<file path="config.mk">
export PLATFORM = sky130hd
export DESIGN_NAME = trapezoid_step_pulse_scheduler
export DESIGN_NICKNAME = d
export VERILOG_FILES = /design/src/rtl/tps_pkg.sv /design/src/rtl/tps_front.sv /design/src/rtl/tps_div_stage.sv /design/src/rtl/tps_divider.sv /design/src/rtl/tps_back.sv /design/src/rtl/trapezoid_step_pulse_scheduler.sv
export SDC_FILE = /design/constraint.sdc
export NUM_CORES = 2
export LEC_CHECK = 0
export CAP_MARGIN = 25
export CORE_MARGIN = 2
export CORE_UTILIZATION = 59
export DETAILED_ROUTE_END_ITERATION = 16
export DONT_BUFFER_PORTS = 1
export HOLD_SLACK_MARGIN = 0.02
export PLACE_DENSITY = 0.75
export SETUP_SLACK_MARGIN = 0.5
export SYNTH_ARGS = -nofsm -noshare
export SYNTH_HDL_FRONTEND = slang
export SYNTH_SLANG_ARGS = --single-unit
</file>
<file path="constraint.sdc">
create_clock -name clk -period 9.2 [get_ports clk]
set_clock_uncertainty 0.2 [all_clocks]
set_input_delay 0.46 -clock clk [delete_from_list [all_inputs] [get_ports clk]]
set_output_delay 0.46 -clock clk [all_outputs]
set_load 0.05 [all_outputs]
</file>
<file path="src/rtl/tps_pkg.sv">
package tps_pkg;

  // Field and register widths.
  localparam int IDX_W     = 9;
  localparam int TOT_W     = 9;
  localparam int CNT_W     = 8;
  localparam int INT_W     = 24;
  localparam int HIGH_W    = 20;
  localparam int CFG_W     = 24;
  localparam int CFG_IDX_W = 3;
  localparam int PROD_W    = INT_W + CNT_W;

  // Divider layout: the quotient never exceeds the span, so it has INT_W bits.
  localparam int DIV_STEPS  = 4;
  localparam int DIV_STAGES = INT_W / DIV_STEPS;

  // Register values after reset.
  localparam logic [TOT_W-1:0]  RST_TOTAL  = 9'd11;
  localparam logic [CNT_W-1:0]  RST_RAMP   = 8'd3;
  localparam logic [CNT_W-1:0]  RST_CRUISE = 8'd4;
  localparam logic [INT_W-1:0]  RST_FAST   = 24'd100000;
  localparam logic [INT_W-1:0]  RST_SLOW   = 24'd400000;
  localparam logic [HIGH_W-1:0] RST_HIGH   = 20'd2000;

  typedef enum logic [CFG_IDX_W-1:0] {
    CFG_TOTAL  = 3'd0,
    CFG_RAMP   = 3'd1,
    CFG_CRUISE = 3'd2,
    CFG_FAST   = 3'd3,
    CFG_SLOW   = 3'd4,
    CFG_HIGH   = 3'd5
  } cfg_reg_t;

  typedef enum logic [1:0] {
    PH_ACCEL  = 2'd0,
    PH_CRUISE = 2'd1,
    PH_DECEL  = 2'd2,
    PH_DONE   = 2'd3
  } phase_t;

  typedef struct packed {
    logic [TOT_W-1:0]  total;
    logic [CNT_W-1:0]  ramp;
    logic [CNT_W-1:0]  cruise;
    logic [INT_W-1:0]  fast;
    logic [INT_W-1:0]  slow;
    logic [HIGH_W-1:0] high;
  } tps_cfg_t;

  // Per-transaction flags that ride along with the arithmetic.
  typedef struct packed {
    logic   zero_out;
    phase_t phase;
    logic   is_final;
    logic   fault;
  } tps_side_t;

  // Divider working set: partial remainder, shifting dividend/quotient word.
  typedef struct packed {
    logic [CNT_W-1:0] rem;
    logic [INT_W-1:0] work;
    logic [CNT_W-1:0] divisor;
    tps_side_t        side;
  } tps_div_t;

  // One restoring division step: shift in the next dividend bit, try a subtract.
  function automatic tps_div_t tps_div_step(input tps_div_t x);
    tps_div_t         y;
    logic [CNT_W:0]   trial;
    logic [CNT_W:0]   dsr;
    y     = x;
    trial = {x.rem, x.work[INT_W-1]};
    dsr   = {1'b0, x.divisor};
    if (trial >= dsr) begin
      y.rem  = CNT_W'(trial - dsr);
      y.work = {x.work[INT_W-2:0], 1'b1};
    end else begin
      y.rem  = trial[CNT_W-1:0];
      y.work = {x.work[INT_W-2:0], 1'b0};
    end
    return y;
  endfunction

endpackage

</file>
<file path="src/rtl/tps_front.sv">
module tps_front (
  input  logic                       clk,
  input  logic                       rst_n,
  input  logic                       in_valid,
  output logic                       in_ready,
  input  logic [tps_pkg::IDX_W-1:0]  in_idx,
  input  tps_pkg::tps_cfg_t          cfg,
  input  logic                       fault,
  output logic                       out_valid,
  input  logic                       out_ready,
  output tps_pkg::tps_div_t          out_div
);
  import tps_pkg::*;

  logic                 v1_r;
  logic [INT_W-1:0]     span_r,    span_nxt;
  logic [CNT_W-1:0]     factor_r,  factor_nxt;
  logic [CNT_W-1:0]     divisor_r, divisor_nxt;
  tps_side_t            side_r,    side_nxt;
  logic                 v2_r;
  tps_div_t             div_r,     div_nxt;
  logic                 ready1, ready2;

  logic [IDX_W:0]       idx_ext, ramp_ext, tot_ext, rc, down_k;
  logic                 ramp_act;
  logic [PROD_W-1:0]    product;

  assign ready2   = !v2_r || out_ready;
  assign ready1   = !v1_r || ready2;
  assign in_ready = ready1;

  // Stage 1: pick the ramp factor, the span, the divisor and the phase.
  always_comb begin
    idx_ext  = {1'b0, in_idx};
    ramp_ext = (IDX_W+1)'(cfg.ramp);
    tot_ext  = (IDX_W+1)'(cfg.total);
    rc       = (IDX_W+1)'(cfg.ramp) + (IDX_W+1)'(cfg.cruise);
    down_k   = idx_ext - rc + (IDX_W+1)'(1);
    ramp_act = (cfg.total > TOT_W'(1)) && (cfg.ramp > CNT_W'(1));

    if (ramp_act && (idx_ext < ramp_ext)) begin
      factor_nxt = CNT_W'(ramp_ext - idx_ext);
    end else if (ramp_act && (idx_ext >= rc)) begin
      factor_nxt = (down_k > ramp_ext) ? cfg.ramp : CNT_W'(down_k);
    end else begin
      factor_nxt = '0;
    end

    // A zero factor with a divisor of one leaves the interval at fast.
    divisor_nxt = ramp_act ? cfg.ramp : CNT_W'(1);
    span_nxt    = (cfg.slow > cfg.fast) ? (cfg.slow - cfg.fast) : '0;

    if (idx_ext >= tot_ext) begin
      side_nxt.phase = PH_DONE;
    end else if (idx_ext < ramp_ext) begin
      side_nxt.phase = PH_ACCEL;
    end else if (idx_ext < rc) begin
      side_nxt.phase = PH_CRUISE;
    end else begin
      side_nxt.phase = PH_DECEL;
    end
    side_nxt.is_final = (cfg.total != '0) && (idx_ext == tot_ext - (IDX_W+1)'(1));
    side_nxt.fault    = fault;
    side_nxt.zero_out = fault || (in_idx == '0);
  end

  // Stage 2: scale the span by the factor.
  always_comb begin
    product         = PROD_W'(span_r) * PROD_W'(factor_r);
    div_nxt.rem     = product[PROD_W-1:INT_W];
    div_nxt.work    = product[INT_W-1:0];
    div_nxt.divisor = divisor_r;
    div_nxt.side    = side_r;
  end

  always_ff @(posedge clk) begin
    if (!rst_n) begin
      v1_r <= 1'b0;
      v2_r <= 1'b0;
    end else begin
      if (ready1) v1_r <= in_valid;
      if (ready2) v2_r <= v1_r;
    end
  end

  always_ff @(posedge clk) begin
    if (ready1 && in_valid) begin
      span_r    <= span_nxt;
      factor_r  <= factor_nxt;
      divisor_r <= divisor_nxt;
      side_r    <= side_nxt;
    end
    if (ready2 && v1_r) begin
      div_r <= div_nxt;
    end
  end

  assign out_valid = v2_r;
  assign out_div   = div_r;

endmodule

</file>
<file path="src/rtl/tps_div_stage.sv">
module tps_div_stage (
  input  logic              clk,
  input  logic              rst_n,
  input  logic              in_valid,
  output logic              in_ready,
  input  tps_pkg::tps_div_t in_div,
  output logic              out_valid,
  input  logic              out_ready,
  output tps_pkg::tps_div_t out_div
);
  import tps_pkg::*;

  logic     v_r;
  tps_div_t div_r, div_nxt;

  assign in_ready = !v_r || out_ready;

  // DIV_STEPS restoring steps per stage on the narrow remainder.
  always_comb begin
    div_nxt = in_div;
    for (int s = 0; s < DIV_STEPS; s++) begin
      div_nxt = tps_div_step(div_nxt);
    end
  end

  always_ff @(posedge clk) begin
    if (!rst_n) begin
      v_r <= 1'b0;
    end else if (in_ready) begin
      v_r <= in_valid;
    end
  end

  always_ff @(posedge clk) begin
    if (in_ready && in_valid) begin
      div_r <= div_nxt;
    end
  end

  assign out_valid = v_r;
  assign out_div   = div_r;

endmodule

</file>
<file path="src/rtl/tps_divider.sv">
module tps_divider (
  input  logic              clk,
  input  logic              rst_n,
  input  logic              in_valid,
  output logic              in_ready,
  input  tps_pkg::tps_div_t in_div,
  output logic              out_valid,
  input  logic              out_ready,
  output tps_pkg::tps_div_t out_div
);
  import tps_pkg::*;

  logic [DIV_STAGES:0] vld;
  logic [DIV_STAGES:0] rdy;
  tps_div_t            dat [DIV_STAGES+1];

  assign vld[0]          = in_valid;
  assign in_ready        = rdy[0];
  assign dat[0]          = in_div;
  assign out_valid       = vld[DIV_STAGES];
  assign rdy[DIV_STAGES] = out_ready;
  assign out_div         = dat[DIV_STAGES];

  // Chain of divider stages; the final work word is the quotient.
  for (genvar g = 0; g < DIV_STAGES; g++) begin : g_stage
    tps_div_stage u_stage (
      .clk       (clk),
      .rst_n     (rst_n),
      .in_valid  (vld[g]),
      .in_ready  (rdy[g]),
      .in_div    (dat[g]),
      .out_valid (vld[g+1]),
      .out_ready (rdy[g+1]),
      .out_div   (dat[g+1])
    );
  end

endmodule

</file>
<file path="src/rtl/tps_back.sv">
module tps_back (
  input  logic                        clk,
  input  logic                        rst_n,
  input  logic                        in_valid,
  output logic                        in_ready,
  input  tps_pkg::tps_div_t           in_div,
  input  tps_pkg::tps_cfg_t           cfg,
  output logic                        out_valid,
  input  logic                        out_ready,
  output logic [tps_pkg::INT_W-1:0]   out_interval,
  output logic [tps_pkg::INT_W-1:0]   out_delay,
  output logic [tps_pkg::HIGH_W-1:0]  out_high,
  output tps_pkg::tps_side_t          out_side
);
  import tps_pkg::*;

  logic              va_r, vb_r;
  logic              ready_a, ready_b;
  logic [INT_W-1:0]  ia_r, ia_nxt;
  tps_side_t         sa_r;
  logic [INT_W-1:0]  ib_r, db_r, db_nxt;
  logic [HIGH_W-1:0] hb_r;
  tps_side_t         sb_r;

  assign ready_b  = !vb_r || out_ready;
  assign ready_a  = !va_r || ready_b;
  assign in_ready = ready_a;

  // Interval: fast plus the scaled span, or zero for index zero and faults.
  always_comb begin
    ia_nxt = in_div.side.zero_out ? '0 : (cfg.fast + in_div.work);
  end

  // Low delay: interval minus high time, floored at zero.
  always_comb begin
    if (ia_r > INT_W'(cfg.high)) begin
      db_nxt = ia_r - INT_W'(cfg.high);
    end else begin
      db_nxt = '0;
    end
  end

  always_ff @(posedge clk) begin
    if (!rst_n) begin
      va_r <= 1'b0;
      vb_r <= 1'b0;
    end else begin
      if (ready_a) va_r <= in_valid;
      if (ready_b) vb_r <= va_r;
    end
  end

  always_ff @(posedge clk) begin
    if (ready_a && in_valid) begin
      ia_r <= ia_nxt;
      sa_r <= in_div.side;
    end
    if (ready_b && va_r) begin
      ib_r <= ia_r;
      db_r <= db_nxt;
      hb_r <= cfg.high;
      sb_r <= sa_r;
    end
  end

  assign out_valid    = vb_r;
  assign out_interval = ib_r;
  assign out_delay    = db_r;
  assign out_high     = hb_r;
  assign out_side     = sb_r;

endmodule

</file>
<file path="src/rtl/trapezoid_step_pulse_scheduler.sv">
// Pipeline: 2 front stages (decode, span multiply), 6 restoring divider stages of 4
// quotient bits each, and 2 back stages (interval add, delay subtract), each registered.
// Throughput: one transaction per cycle; a stalled output holds every full stage.
// Reset (rst_n low, synchronous): pipeline emptied, registers to defaults.
module trapezoid_step_pulse_scheduler #(
  parameter int MAX_PULSES = 256
) (
  input  logic                             clk,
  input  logic                             rst_n,
  input  logic                             in_valid,
  output logic                             in_ready,
  input  logic [tps_pkg::IDX_W-1:0]        in_pulse_index,
  output logic                             out_valid,
  input  logic                             out_ready,
  output logic [tps_pkg::INT_W-1:0]        out_pulse_interval,
  output logic [tps_pkg::INT_W-1:0]        out_low_delay,
  output logic [tps_pkg::HIGH_W-1:0]       out_high_us,
  output logic [1:0]                       out_phase,
  output logic                             out_is_final,
  output logic                             out_fault,
  input  logic                             cfg_we,
  input  logic [tps_pkg::CFG_IDX_W-1:0]    cfg_index,
  input  logic [tps_pkg::CFG_W-1:0]        cfg_data
);
  import tps_pkg::*;

  tps_cfg_t  cfg_r, cfg_nxt;
  logic      fault_w;
  logic      f_valid, f_ready, d_valid, d_ready;
  tps_div_t  f_div, d_div;
  tps_side_t o_side;

  // Configuration register writes.
  always_comb begin
    cfg_nxt = cfg_r;
    if (cfg_we) begin
      unique case (cfg_reg_t'(cfg_index))
        CFG_TOTAL:  cfg_nxt.total  = cfg_data[TOT_W-1:0];
        CFG_RAMP:   cfg_nxt.ramp   = cfg_data[CNT_W-1:0];
        CFG_CRUISE: cfg_nxt.cruise = cfg_data[CNT_W-1:0];
        CFG_FAST:   cfg_nxt.fast   = cfg_data[INT_W-1:0];
        CFG_SLOW:   cfg_nxt.slow   = cfg_data[INT_W-1:0];
        CFG_HIGH:   cfg_nxt.high   = cfg_data[HIGH_W-1:0];
        default:    cfg_nxt = cfg_r;
      endcase
    end
  end

  always_ff @(posedge clk) begin
    if (!rst_n) begin
      cfg_r.total  <= RST_TOTAL;
      cfg_r.ramp   <= RST_RAMP;
      cfg_r.cruise <= RST_CRUISE;
      cfg_r.fast   <= RST_FAST;
      cfg_r.slow   <= RST_SLOW;
      cfg_r.high   <= RST_HIGH;
    end else begin
      cfg_r <= cfg_nxt;
    end
  end

  // A move of zero pulses or beyond capacity is rejected.
  assign fault_w = (cfg_r.total == '0) || (int'(cfg_r.total) > MAX_PULSES);

  tps_front u_front (
    .clk       (clk),
    .rst_n     (rst_n),
    .in_valid  (in_valid),
    .in_ready  (in_ready),
    .in_idx    (in_pulse_index),
    .cfg       (cfg_r),
    .fault     (fault_w),
    .out_valid (f_valid),
    .out_ready (f_ready),
    .out_div   (f_div)
  );

  tps_divider u_divider (
    .clk       (clk),
    .rst_n     (rst_n),
    .in_valid  (f_valid),
    .in_ready  (f_ready),
    .in_div    (f_div),
    .out_valid (d_valid),
    .out_ready (d_ready),
    .out_div   (d_div)
  );

  tps_back u_back (
    .clk          (clk),
    .rst_n        (rst_n),
    .in_valid     (d_valid),
    .in_ready     (d_ready),
    .in_div       (d_div),
    .cfg          (cfg_r),
    .out_valid    (out_valid),
    .out_ready    (out_ready),
    .out_interval (out_pulse_interval),
    .out_delay    (out_low_delay),
    .out_high     (out_high_us),
    .out_side     (o_side)
  );

  assign out_phase    = o_side.phase;
  assign out_is_final = o_side.is_final;
  assign out_fault    = o_side.fault;

`ifndef SYNTH
  // A faulted transaction carries no timing.
  a_fault_zero: assert property (@(posedge clk) disable iff (!rst_n)
    out_valid && out_fault |-> (out_pulse_interval == '0) && (out_low_delay == '0))
    else $error("fault result with nonzero interval or delay");

  // A nonzero interval lies between the fast and slow intervals, or equals the fast one.
  a_interval_range: assert property (@(posedge clk) disable iff (!rst_n)
    out_valid && (out_pulse_interval != '0) |->
      (out_pulse_interval >= cfg_r.fast) &&
      ((out_pulse_interval <= cfg_r.slow) || (out_pulse_interval == cfg_r.fast)))
    else $error("interval outside the configured profile");

  // Input backpressure only appears when every stage is full and the output stalls.
  a_full_stall: assert property (@(posedge clk) disable iff (!rst_n)
    !in_ready |-> out_valid && !out_ready)
    else $error("input stalled while the pipeline has room");
`endif

endmodule

</file>
==> flow_metrics.env <==
export IMPL_outcome="complete, no violations"
export IMPL_async_flop_share_pct=0
export IMPL_clock_latency_ns=0.66
export IMPL_hpwl_um=68700
export IMPL_cpMaxStageDelayCell="edfxtp_1"
export IMPL_cts_buffer_depth=3
export IMPL_arrival_ns=8.52
export IMPL_rows=93
export IMPL_drive_gt1_share_pct=8.67
export IMPL_netlist_top_cells_area="edfxtp_1, ha_1, fa_1"
export IMPL_syn_num_nets=4364
export IMPL_syn_to_final_growth_pct=10.7
export IMPL_antenna_found_initial=0
export IMPL_start_kind="register"
export IMPL_postSynthAreaPerCell_sq_um=10.2
export IMPL_worst_pin_slew_ns=0.995
export IMPL_ys_flop_type="edfxtp_1"
export IMPL_drc=0
export IMPL_ff2ff_setup_slack_ns=0.86
export IMPL_clk_pin_slew_worst_paths_ns=0.06
export IMPL_worst_r2r_path_depth=35
export IMPL_root_buffer="clkbuf_16"
export IMPL_die_height_um=260
export IMPL_h_tree_depth=2
export IMPL_antenna_cells=0
export IMPL_nets=4473
export IMPL_gp_congestion=0.941
export IMPL_yosysTopAreaCell="edfxtp_1"
export IMPL_grt_pass1_wl_um=147000
export IMPL_timing_rr_end="u_divider.g_stage[1].u_stage.out_div[42]"
export IMPL_final_hold_viol_count=0
export IMPL_ys_warnings_count=0
export IMPL_initialDrtViolationCount=2445
export IMPL_critPathKind="register to register"
export IMPL_hp_class="input port to register"
export IMPL_rsz0062_at_grt="false"
export IMPL_synth_seq_cells=547
export IMPL_cp_endpoint="u_divider.g_stage[1].u_stage.out_div[42]"
export IMPL_slew_limit_headroom_pct=33.5
export IMPL_synth_area_sq_um=38700
export IMPL_period_minus_slack_ns=8.34
export IMPL_start_util_pct=59.8
export IMPL_yosysTopAreaCellShare_pct=34.5
export IMPL_drv_slew=0
export IMPL_synth_cell_types=84
export IMPL_crit_required_ns=9.38
export IMPL_dieArea_sq_um=67600
export IMPL_setup_violations=0
export IMPL_tritoncts="built"
export IMPL_clock_sinks=547
export IMPL_postRouteAntennaNets=0
export IMPL_die_x_um=260
export IMPL_track_usage_pct=27.3
export IMPL_synth_cells=3786
export IMPL_viasPerCell=5.92
export IMPL_ys_seq_area_share_pct=39.8
export IMPL_num_vias=28400
export IMPL_layout_worst_path_cycle_share_pct=90.7
export IMPL_num_io_pins=115
export IMPL_max_freq_mhz=120
export IMPL_end_kind="register"
export IMPL_wl_per_cell_um=19.1
export IMPL_path_max_fanout=9
export IMPL_core_area_sq_um=64700
export IMPL_wirelength_um=91900
export IMPL_critical_path_max_stage_delay_ns=0.45
export IMPL_grt_pass1_vias=27700
export IMPL_cts_buffers=57
export IMPL_grt_ovfl_total=0
export IMPL_synth_edf_count=444
export IMPL_drv_cap=0
export IMPL_grt_max_degree=104
export IMPL_portBuffers=0
export IMPL_reg2reg_from="u_divider.g_stage[0].u_stage.out_div[8]"
export IMPL_critPathLaunch="u_divider.g_stage[0].u_stage.out_div[8]"
export IMPL_first_pass_iters=6
export IMPL_setup_tns_ns=0
## cell type report
class,instances,area (sq um)
Multi-Input combinational cell,2781,21900
Fill cell,5001,21900
Sequential cell,547,15400
Clock buffer,73,1590
Inverter,389,1460
Tap cell,855,1070
Timing Repair Buffer,119,1050
Clock inverter,35,379
## routing by layer
metal	track usage, %	vias to the layer above	wire (um)
met1	37.4	13700	40600
met3	3.59	173	4720
met4	7.68	0	2610
met5	0	-	0
met2	45.5	832	43900
li1	-	13700	-
## worst max-delay path, delay by kind of cell, from the launching register on
family / cells / cell delay, ns
AO/OA/AOI/OAI: 16 / 2.92
adder cells (fa/ha/maj): 4 / 1.34
flip-flops: 1 / 0.45
multiplexers: 3 / 0.90
AND/OR/NAND/NOR: 7 / 1.52
buffers and inverters: 5 / 0.74
## cell usage after synthesis, types with 66 or more instances
library cell and n:
a21boi_0 86, a21o_1 72, a21oi_1 180, and2_1 93, dfxtp_1 103, edfxtp_1 444, fa_1 164, ha_1 373
inv_1 387, mux2_2 66, nand2_1 411, nand3_1 74, nor2_1 235, nor2b_1 76, nor3_1 67, o21ai_0 163
xnor2_1 123, xor2_1 77
## cell usage in the layout (no fill, tap or decap), types with 24 or more instances in the layout
| master | netlist | layout |
|---|---|---|
| a21boi_0 | 86 | 81 |
| a21o_1 | 72 | 72 |
| a21oi_1 | 180 | 171 |
| a31oi_1 | 27 | 24 |
| and2_1 | 93 | 92 |
| and3_1 | 30 | 29 |
| buf_4 | 0 | 75 |
| clkbuf_16 | 0 | 61 |
| dfxtp_1 | 103 | 103 |
| dlygate4sd3_1 | 0 | 38 |
| edfxtp_1 | 444 | 444 |
| fa_1 | 164 | 164 |
| ha_1 | 373 | 369 |
| inv_1 | 387 | 377 |
| mux2_2 | 66 | 66 |
| mux2i_1 | 29 | 24 |
| nand2_1 | 411 | 411 |
| nand2b_1 | 35 | 35 |
| nand3_1 | 74 | 74 |
| nand4_1 | 34 | 34 |
| nor2_1 | 235 | 235 |
| nor2b_1 | 76 | 70 |
| nor3_1 | 67 | 67 |
| o211ai_1 | 60 | 60 |
| o21a_1 | 45 | 45 |
| o21ai_0 | 163 | 149 |
| o21bai_1 | 25 | 25 |
| xnor2_1 | 123 | 123 |
| xor2_1 | 77 | 77 |
## registers in the layout, summed over array words and instances, names as in the netlist
name                                 flops
u_divider.g_stage.u_stage.out_div      254
cfg_r                                   93
u_front.out_div                         45
u_back.ia_r                             24
u_back.out_delay                        24
u_back.out_interval                     24
u_front.span_r                          24
u_back.out_high                         20
u_front.divisor_r                        8
u_front.factor_r                         8
u_divider.g_stage.u_stage.out_valid      6
u_front.div_nxt                          5
u_back.out_side                          4
u_back.sa_r                              4
u_back.out_valid                         1
u_back.va_r                              1
u_front.out_valid                        1
u_front.v1_r                             1
## per-stage QoR
| step | worst slack (ns) | instance area, sq um | utilization (%) | instances | hold slack [ns] |
|---|---|---|---|---|---|
| global route | 0.410 | 42800 | 66.2 | 4799 | 0.0735 |
| floorplan | 0.502 | 38700 | - | 3786 | 0.200 |
| global placement | 0.543 | 40000 | 61.8 | 4621 | 0.201 |
| finish | 0.858 | 42800 | 66.2 | 4799 | 0.0645 |
| detailed placement | 0.200 | 40000 | 61.8 | 4621 | 0.205 |
| CTS | 0.534 | 42400 | 65.5 | 4770 | 0.0399 |
## worst min-delay path by stage
stage / from / end / slack, ns / cells past startpoint
6_report: cfg_index[0] / cfg_r[72] / 0.06 / 3
3_5_place_dp: u_front.out_div[24] / u_divider.g_stage[0].u_stage.out_div[28] / 0.20 / 0
2_1_floorplan: u_back.sa_r[0] / u_back.out_side[0] / 0.20 / 0
3_3_place_gp: u_divider.g_stage[3].u_stage.out_div[19] / u_divider.g_stage[4].u_stage.out_div[23] / 0.20 / 0
5_1_grt: cfg_index[0] / cfg_r[75] / 0.07 / 3
4_1_cts: cfg_index[0] / cfg_r[72] / 0.04 / 3
## repair_timing
action / 4_1_cts / 5_1_grt
gates resized for setup: 6 / 68
buffers inserted: 2 / 27
pin swaps: 1 / 20
endpoints found under the setup margin: 18 / 46
endpoints found under the hold margin: 104 / 0
gates cloned: 0 / 1
hold buffers: 39 / 0
## kinds of logic after synthesis
| kind of cell | synth area share, % |
|---|---|
| XOR/XNOR | 4.53 |
| AND/OR/NAND/NOR | 14.0 |
| multiplexers | 2.88 |
| flip-flops | 39.8 |
| buffers and inverters | 4.49 |
| AO/OA/AOI/OAI | 13.8 |
| adder cells (fa/ha/maj) | 20.5 |
Power is left out: the tool's default activity adds up to more than one toggle a clock period on the data nets, which glitch-free logic cannot reach.
